--- src/design/tsdlp_pkg.sv ---
`timescale 1ns / 1ps
package tsdlp_pkg;

  typedef enum logic [1:0] {
    PH_TAG = 2'd0,
    PH_LEN = 2'd1,
    PH_PAY = 2'd2
  } phase_t;

  localparam logic [1:0] ST_OK    = 2'd0;
  localparam logic [1:0] ST_BAD   = 2'd1;
  localparam logic [1:0] ST_TRUNC = 2'd2;

  localparam logic [3:0] K_OTHER = 4'd0;
  localparam logic [3:0] K_CA    = 4'd1;
  localparam logic [3:0] K_SVC   = 4'd2;
  localparam logic [3:0] K_SEV   = 4'd3;
  localparam logic [3:0] K_SID   = 4'd4;
  localparam logic [3:0] K_NET   = 4'd5;
  localparam logic [3:0] K_SYS   = 4'd6;
  localparam logic [3:0] K_TSI   = 4'd7;
  localparam logic [3:0] K_CMP   = 4'd8;
  localparam logic [3:0] K_AUD   = 4'd9;

  localparam int CapDepth = 12;

  typedef struct packed {
    logic [7:0]  data_byte;
    logic        block_start;
    logic        block_end;
  } in_item_t;

  typedef struct packed {
    logic [7:0]  tag_code;
    logic [7:0]  desc_length;
    logic [1:0]  status;
    logic [3:0]  desc_kind;
    logic [15:0] word_field;
    logic [12:0] pid_field;
    logic [7:0]  byte_a;
    logic [7:0]  byte_b;
    logic [7:0]  byte_c;
    logic [6:0]  flag_bits;
    logic [23:0] language_one;
    logic [23:0] language_two;
  } out_item_t;

  function automatic logic [3:0] kind_of(input logic [7:0] tag);
    logic [3:0] k;
    unique case (tag)
      8'h09:   k = K_CA;
      8'h48:   k = K_SVC;
      8'h4D:   k = K_SEV;
      8'h52:   k = K_SID;
      8'h40:   k = K_NET;
      8'hFE:   k = K_SYS;
      8'hCD:   k = K_TSI;
      8'h50:   k = K_CMP;
      8'hC4:   k = K_AUD;
      default: k = K_OTHER;
    endcase
    return k;
  endfunction

endpackage

--- src/design/tsdlp_if.sv ---
`timescale 1ns / 1ps
interface tsdlp_if #(parameter type item_t = logic);
  logic  valid;
  logic  ready;
  item_t item;
  modport source (output valid, output item, input ready);
  modport sink (input valid, input item, output ready);
endinterface

--- src/design/ts_descriptor_loop_parser_unit.sv ---
`timescale 1ns / 1ps
// Descriptor loop parser: takes one loop byte per item and emits one record
// when a descriptor completes, is rejected on its length byte, or is cut off
// by the loop end. One byte is accepted every cycle; a record appears in the
// cycle after the byte that finishes it, held in an output register that
// stalls input only while a record waits and the downstream is not ready.
module ts_descriptor_loop_parser_unit (
  input logic clk,
  input logic rst,
  tsdlp_if.sink   in_ch,
  tsdlp_if.source out_ch
);
  import tsdlp_pkg::*;

  phase_t         phase, phase_next;
  logic           stopped, stopped_next;
  logic [7:0]     cur_tag, cur_tag_next;
  logic [7:0]     cur_len, cur_len_next;
  logic [7:0]     pay_idx, pay_idx_next;
  logic [7:0]     len1, len1_next;
  logic [7:0]     len2, len2_next;
  logic [12*8-1:0] cap, cap_next;
  out_item_t      rec_chk, rec_next, out_rec;
  logic           emit, out_valid;
  logic           take;
  in_item_t       it;
  logic [7:0]     off;
  logic [8:0]     idx_inc;
  logic [7:0]     len1_upd, len2_upd;
  logic [12*8-1:0] cap_upd;

  assign it        = in_ch.item;
  assign in_ch.ready = !out_valid || out_ch.ready;
  assign take      = in_ch.valid && in_ch.ready;
  assign out_ch.valid = out_valid;
  assign out_ch.item  = out_rec;

  tsdlp_check u_check (
    .tag(cur_tag), .len(cur_len), .l1(len1_upd), .l2(len2_upd), .cap(cap_upd),
    .rec(rec_chk)
  );

  assign off     = (cur_tag == 8'h4D) ? 8'd3 : 8'd1;
  assign idx_inc = {1'b0, pay_idx} + 9'd1;

  // place the byte in the capture store and track the string lengths
  always_comb begin
    cap_upd  = cap;
    len1_upd = len1;
    len2_upd = len2;
    if (pay_idx < 8'(CapDepth)) cap_upd[pay_idx[3:0]*8 +: 8] = it.data_byte;
    if (pay_idx == off) len1_upd = it.data_byte;
    else if (pay_idx > off && {1'b0, pay_idx} == {1'b0, off} + 9'd1 + {1'b0, len1})
      len2_upd = it.data_byte;
  end

  // step the parser on one byte
  always_comb begin
    phase_next   = phase;
    stopped_next = stopped;
    cur_tag_next = cur_tag;
    cur_len_next = cur_len;
    pay_idx_next = pay_idx;
    len1_next    = len1;
    len2_next    = len2;
    cap_next     = cap;
    emit         = 1'b0;
    rec_next     = '0;
    if (it.block_start) begin
      stopped_next = 1'b0;
    end
    if (it.block_start || !stopped) begin
      unique case (it.block_start ? PH_TAG : phase)
        PH_LEN: begin
          cur_len_next = it.data_byte;
          rec_next.tag_code    = cur_tag;
          rec_next.desc_length = it.data_byte;
          rec_next.desc_kind   = kind_of(cur_tag);
          if (it.data_byte == 8'd0) begin
            emit = 1'b1;
            rec_next.status = ST_BAD;
            stopped_next = 1'b1;
            phase_next = PH_TAG;
          end else if (it.block_end) begin
            emit = 1'b1;
            rec_next.status = ST_TRUNC;
            stopped_next = 1'b1;
            phase_next = PH_TAG;
          end else begin
            phase_next = PH_PAY;
          end
        end
        PH_PAY: begin
          cap_next     = cap_upd;
          len1_next    = len1_upd;
          len2_next    = len2_upd;
          pay_idx_next = idx_inc[7:0];
          if (idx_inc == {1'b0, cur_len}) begin
            emit = 1'b1;
            rec_next = rec_chk;
            phase_next = PH_TAG;
            if (rec_chk.status != ST_OK || it.block_end) stopped_next = 1'b1;
          end else if (it.block_end) begin
            emit = 1'b1;
            rec_next.tag_code    = cur_tag;
            rec_next.desc_length = cur_len;
            rec_next.desc_kind   = kind_of(cur_tag);
            rec_next.status      = ST_TRUNC;
            stopped_next = 1'b1;
            phase_next = PH_TAG;
          end
        end
        default: begin
          cur_tag_next = it.data_byte;
          cur_len_next = 8'd0;
          pay_idx_next = 8'd0;
          len1_next    = 8'd0;
          len2_next    = 8'd0;
          phase_next   = PH_LEN;
          if (it.block_end) begin
            emit = 1'b1;
            rec_next.tag_code  = it.data_byte;
            rec_next.desc_kind = kind_of(it.data_byte);
            rec_next.status    = ST_TRUNC;
            stopped_next = 1'b1;
            phase_next = PH_TAG;
          end
        end
      endcase
    end
  end

  // hold parser state
  always_ff @(posedge clk) begin
    if (rst) begin
      phase   <= PH_TAG;
      stopped <= 1'b1;
      cur_tag <= '0;
      cur_len <= '0;
      pay_idx <= '0;
      len1    <= '0;
      len2    <= '0;
    end else if (take) begin
      phase   <= phase_next;
      stopped <= stopped_next;
      cur_tag <= cur_tag_next;
      cur_len <= cur_len_next;
      pay_idx <= pay_idx_next;
      len1    <= len1_next;
      len2    <= len2_next;
    end
  end

  always_ff @(posedge clk) begin
    if (take) cap <= cap_next;
  end

  // output register
  always_ff @(posedge clk) begin
    if (rst) begin
      out_valid <= 1'b0;
    end else if (take) begin
      out_valid <= emit;
    end else if (out_ch.ready) begin
      out_valid <= 1'b0;
    end
  end

  always_ff @(posedge clk) begin
    if (take && emit) out_rec <= rec_next;
  end
endmodule

--- src/design/tsdlp_check.sv ---
`timescale 1ns / 1ps
// Format rules for a complete descriptor (length at least one).
module tsdlp_check (
  input  logic [7:0]           tag,
  input  logic [7:0]           len,
  input  logic [7:0]           l1,
  input  logic [7:0]           l2,
  input  logic [12*8-1:0]      cap,
  output tsdlp_pkg::out_item_t rec
);
  import tsdlp_pkg::*;

  logic [7:0] p [CapDepth];
  logic       ok;
  logic [9:0] l1w, l2w, lenw;
  out_item_t  f;

  // unpack captured bytes, first byte in the low lane
  always_comb begin
    for (int i = 0; i < CapDepth; i++) p[i] = cap[i*8 +: 8];
  end

  assign l1w  = {2'b00, l1};
  assign l2w  = {2'b00, l2};
  assign lenw = {2'b00, len};

  // check the rules and decode the fields of each kind
  always_comb begin
    ok = 1'b1;
    f  = '0;
    unique case (kind_of(tag))
      K_CA: begin
        if (len < 8'd4 || (p[2] & 8'hE0) != 8'hE0) ok = 1'b0;
        f.word_field = {p[0], p[1]};
        f.pid_field  = {p[2][4:0], p[3]};
      end
      K_SVC: begin
        if (len < 8'd3) ok = 1'b0;
        if (l1 != 8'd0 && 10'd2 + l1w >= lenw) ok = 1'b0;
        if (l2 != 8'd0 && 10'd3 + l1w + l2w > lenw) ok = 1'b0;
        f.byte_a = p[0];
        f.byte_b = l1;
        f.byte_c = l2;
      end
      K_SEV: begin
        if (len < 8'd5) ok = 1'b0;
        if (l1 != 8'd0 && 10'd4 + l1w >= lenw) ok = 1'b0;
        if (l2 != 8'd0 && 10'd5 + l1w + l2w > lenw) ok = 1'b0;
        f.byte_b       = l1;
        f.byte_c       = l2;
        f.language_one = {p[0], p[1], p[2]};
      end
      K_SID: begin
        if (len != 8'd1) ok = 1'b0;
        f.byte_a = p[0];
      end
      K_SYS: begin
        if (len < 8'd2) ok = 1'b0;
        f.flag_bits = {5'd0, p[0][7:6]};
        f.byte_a    = p[0] & 8'h3F;
        f.byte_b    = p[1];
      end
      K_TSI: begin
        if (len < 8'd2 || 10'd2 + {4'd0, p[1][7:2]} > lenw) ok = 1'b0;
        f.byte_a = p[0];
        f.byte_b = {2'b00, p[1][7:2]};
      end
      K_CMP: begin
        if (len < 8'd6 || (p[0] & 8'h0F) != 8'h01) ok = 1'b0;
        f.byte_a       = p[1];
        f.byte_b       = p[2];
        f.language_one = {p[3], p[4], p[5]};
      end
      K_AUD: begin
        if (len < 8'd9 || (p[0] & 8'h0F) != 8'h02) ok = 1'b0;
        if ((p[5] & 8'h80) != 8'h00) begin
          if (len < 8'd12) ok = 1'b0;
          f.language_two = {p[9], p[10], p[11]};
        end
        f.byte_a       = p[1];
        f.byte_b       = p[2];
        f.byte_c       = p[3];
        f.word_field   = {8'd0, p[4]};
        f.flag_bits    = p[5][7:1];
        f.language_one = {p[6], p[7], p[8]};
      end
      default: ok = 1'b1;
    endcase
    if (!ok) f = '0;
    rec             = f;
    rec.tag_code    = tag;
    rec.desc_length = len;
    rec.desc_kind   = kind_of(tag);
    rec.status      = ok ? ST_OK : ST_BAD;
  end
endmodule

--- src/flat_wrapper.sv ---
// flat-port wrapper written by rule: the top's interface ports become plain ports
module ts_descriptor_loop_parser_unit_flat import tsdlp_pkg::*;
  (clk, rst, in_ch_valid, in_ch_item, in_ch_ready, out_ch_valid, out_ch_item, out_ch_ready);
  tsdlp_if #(.item_t(in_item_t)) in_ch_i ();
  tsdlp_if #(.item_t(out_item_t)) out_ch_i ();
  input logic clk;
  input logic rst;
  input wire logic [$bits(in_ch_i.valid)-1:0] in_ch_valid;
  input wire logic [$bits(in_ch_i.item)-1:0] in_ch_item;
  output wire logic [$bits(in_ch_i.ready)-1:0] in_ch_ready;
  output wire logic [$bits(out_ch_i.valid)-1:0] out_ch_valid;
  output wire logic [$bits(out_ch_i.item)-1:0] out_ch_item;
  input wire logic [$bits(out_ch_i.ready)-1:0] out_ch_ready;
  assign in_ch_i.valid = in_ch_valid;
  assign in_ch_i.item = in_ch_item;
  assign in_ch_ready = in_ch_i.ready;
  assign out_ch_valid = out_ch_i.valid;
  assign out_ch_item = out_ch_i.item;
  assign out_ch_i.ready = out_ch_ready;
  ts_descriptor_loop_parser_unit u_core (.clk(clk), .rst(rst), .in_ch(in_ch_i), .out_ch(out_ch_i));
endmodule
--- config.mk ---
export PLATFORM = sky130hd
export DESIGN_NAME = ts_descriptor_loop_parser_unit_flat
export DESIGN_NICKNAME = d
export VERILOG_FILES = /design/src/design/tsdlp_pkg.sv /design/src/design/tsdlp_if.sv /design/src/design/ts_descriptor_loop_parser_unit.sv /design/src/design/tsdlp_check.sv /design/src/flat_wrapper.sv
export SDC_FILE = /design/constraint.sdc
export NUM_CORES = 1
export LEC_CHECK = 0
export BUFFER_PORTS_ARGS = -buffer_cell sky130_fd_sc_hd__buf_2
export CORE_ASPECT_RATIO = 1.4
export CORE_MARGIN = 3
export CORE_UTILIZATION = 65
export CTS_CLUSTER_SIZE = 12
export DETAILED_ROUTE_END_ITERATION = 7
export HOLD_SLACK_MARGIN = 0.05
export PLACE_DENSITY_LB_ADDON = 0.3
export SYNTH_ARGS = -nofsm -noshare
export SYNTH_HDL_FRONTEND = slang
export SYNTH_SLANG_ARGS = --single-unit
--- constraint.sdc ---
create_clock -name clk -period 12.85 [get_ports clk]
set_clock_uncertainty 0.15 [all_clocks]
set_input_delay 3.855 -clock clk [delete_from_list [all_inputs] [get_ports clk]]
set_output_delay 3.855 -clock clk [all_outputs]
set_load 0.01 [all_outputs]
==> metrics.md <==
| Metric | Value |
|---|---|
| Cell variety after synth | 73 |
| Most frequent cells in the layout | edfxtp_1 (226), nand2_1 (206), nor2_1 (153), buf_2 (145), a21oi_1 (97) |
| Final setup margin | 3.06 ns |
| Tmin final | about 10 ns |
| Dpl hpwl | 34,100 microns |
| Synth Flop Type | edfxtp_1 |
| Asr flop ratio synth | 0 |
| Final #Nets | ~1,700 |
| I/O Pins | 146 |
| Syn Nets | 1,638 |
| CP Max Fanout | slightly above 60 |
| Most common cell after layout, fill and taps aside | edfxtp_1 |
| Cell Area, Placed | ~16,000 sq um |
| Die Area | between 20,000 and 30,000 sq um |
| DP Worst Slack | 2.82 ns |
| CTS Buffer Depth | 3 |
| Final design area excluding fillers | roughly 17,000 sq um |
| DRT Pass-1 Iters | 6 |
| Finished Layout Cells | 1,954 |
| Final setup vio count | 0 |
| Core footprint | ~23,000 sq um |
| Post-synth EDFFs | ~230 |
| Hold violation total from the final report | 0 |
| Largest cells by area after synthesis | edfxtp_1 (44%), dfxtp_1 (5.7%), ha_1 (5.7%) |
| Detailed-route via count | roughly 13,000 |
| First-iteration detailed-routing DRC count | approximately 1,700 |
| Hold_buf cts | 0 |
| Layout cell share with drive strength beyond 1 | 0.162 |
| Yosys warns | 0 |
| Total grt overflow | 0 |
| Max Slew Vio Count | 0 |
| Initial core utilization | 0.664 |
| Synth Register Bits | 270 |
| Period utilization | 0.762 |
| Area Growth Syn to Fin | 10.4% |
| Via/cell ratio | ~6.7 |
| Root Buffer | clkbuf_16 |
| Yosys top cell by area | edfxtp_1 |
| Crit Path Class | primary input to flip-flop |
| First-pass GRT wire length | 72,700 microns |
| Cts bufs inserted | 27 |
| Syn avg cell area | roughly 10 sq um |
| Total Routing Usage GR | 0.368 |
| H-tree Lvls | 1 |
| Number of global-route vias before repair | about 13,000 |
| Max Clock Freq | a little over 100 MHz |
| Post-CTS setup buffers | 0 |
| Slew of the pin with the lowest slew margin | between 1 and 1.5 ns |
| Worst-Skew Late Latency | 0.55 ns |
| # diodes | 0 |
| Largest net degree at the start of global routing | 78 |
| DRT Wirelength | between 40,000 and 50,000 microns |
| Worst vdd ir | 0.118 mV |
| Type of the worst min-delay path | flip-flop to flip-flop |
| DR DRC count | 0 |
| Initial antenna violation count | 0 |
| P_leak | between 5 and 6 nW |
| Post-synth top area share | 0.439 |
| CP Capture Type | flip-flop |
| CP arrival | a little under 10 ns |
| Post-DRT Antenna Nets | 0 |
| Startpoint Class | primary input |
| Wire per inst | 24.4 microns |
| Status | complete, no violations |
| Clock transition at the registers of the reported paths | around 0.060 ns |
| Worst EP required | about 13 ns |
| RSZ-0062 raised after global routing | no |
| Slew margin rel. | 0.110 |
| Post-CTS Resized | 0 |
| DIE WIDTH | around 140 microns |
| Placed cell count | approximately 1,900 |
| CTS tree | yes |
| Cell Pwr Density | approximately 110 nW/um^2 |
| Port buffer count | around 150 |
| Setup tns final | 0 ns |
| Seq/Total Area, Yosys | 0.496 |
| Die height | around 190 microns |
| Clock sink total | 270 |
| Post-Syn Instances | around 1,600 |
| Post-Syn Area | around 15,000 sq um |
| Final Wtd Congestion | just over 1 |
| Max-cap viol count | 0 |
| FP Rows | 66 |
-- critical path, stage by stage --
cell       delay (ns)
buf_2            0.52
nand2_1          0.35
o21a_1           0.34
inv_1            0.23
ha_1             0.23
nand3_1          0.10
xnor2_1          0.16
ha_1             0.31
o21a_1           0.11
o221ai_1         0.12
a31oi_1          0.20
a221oi_1         0.10
a2111oi_0        1.12
o211ai_1         0.39
o211ai_4         0.29
buf_4            0.47
buf_4            0.72
a31oi_1          0.14
-- path summary, 6_finish.rpt --
check,start,endpoint,slack [ns],depth (start not counted)
setup / recovery,in_ch_item[6],u_core.out_ch.item[45]$_SDFFCE_PN0P_,3.06,18
hold / removal,u_core.phase[1]$_SDFFE_PP0P_,u_core.phase[1]$_SDFFE_PP0P_,0.34,2
setup reg to reg,u_core.cur_tag[6]$_SDFFE_PP0P_,u_core.out_ch.item[45]$_SDFFCE_PN0P_,3.07,31
hold reg to reg,u_core.phase[1]$_SDFFE_PP0P_,u_core.phase[1]$_SDFFE_PP0P_,0.34,2
-- layout make-up --
class,instances,area (sq um)
clock inverter,3,47.5
tap,306,383
multi-input combinational,1094,7090
timing repair buffer,159,831
inverter,75,284
sequential,270,7670
fill,1734,6200
clock buffer,47,781
-- kinds of logic (layout without fill, tap and decap cells) --
logic type | count (synthesis) | count (layout) | share of synthesized area
and+or+nand+nor | 586 | 586 | 0.192
AOI/OAI and AO/OA | 338 | 338 | 0.143
DFF | 270 | 270 | 0.496
buffers and inverters | 188 | 284 | 0.0476
adders and majority gates | 72 | 72 | 0.0592
muxes | 50 | 50 | 0.0350
xor gates and xnor gates | 48 | 48 | 0.0272
-- Yosys cell counts (all sizes together), types with 6 or more instances --
| cell | n |
|---|---|
| a211oi | 10 |
| a21o | 10 |
| a21oi | 97 |
| a221oi | 12 |
| a22oi | 65 |
| a31oi | 10 |
| and2 | 16 |
| and3 | 6 |
| buf | 28 |
| clkbuf | 85 |
| dfxtp | 44 |
| edfxtp | 226 |
| ha | 70 |
| inv | 75 |
| mux2 | 33 |
| mux2i | 17 |
| nand2 | 206 |
| nand2b | 15 |
| nand3 | 40 |
| nand4 | 14 |
| nor2 | 155 |
| nor2b | 12 |
| nor3 | 33 |
| nor3b | 14 |
| nor4 | 13 |
| nor4b | 27 |
| o211ai | 7 |
| o21a | 18 |
| o21ai | 62 |
| o22ai | 8 |
| o31ai | 9 |
| or3 | 7 |
| xnor2 | 33 |
| xor2 | 15 |
-- flip-flops by register name, indices dropped and copies added, names as in the netlist --
register             flops
u_core.pay_idx           8
u_core.len2              8
u_core.cap              96
u_core.cur_tag           8
u_core.phase             2
u_core.out_ch.valid      1
u_core.cur_len           8
u_core.out_ch.item     130
u_core.stopped           1
u_core.len1              8
-- power breakdown --
part | switching, mW | total, mW | internal, mW
logic | 0.0648 | 0.0909 | 0.0261
registers | 0.00944 | 0.971 | 0.961
clock network | 0.325 | 0.756 | 0.431
-- metrics by stage --
stage / utilization / hold slack [ns] / total power [mW]
2_1_floorplan: - / 0.282 / 1.04
3_3_place_gp: 0.698 / 0.297 / 1.08
3_5_place_dp: 0.698 / 0.324 / 1.08
4_1_cts: 0.734 / 0.336 / 1.82
5_1_grt: 0.734 / 0.349 / 1.86
6_report: 0.734 / 0.336 / 1.82
-- per-layer routing --
metal  vias to the layer above  GRT usage  part of all wire
met4                         0      0.262             0.086
met3                       235     0.0612             0.089
met1                      6135      0.435              0.34
met2                       850      0.605              0.48
met5                         -          0                 0
li1                       5800          -                 -
Note: power is estimated with default switching activity, not from simulation.
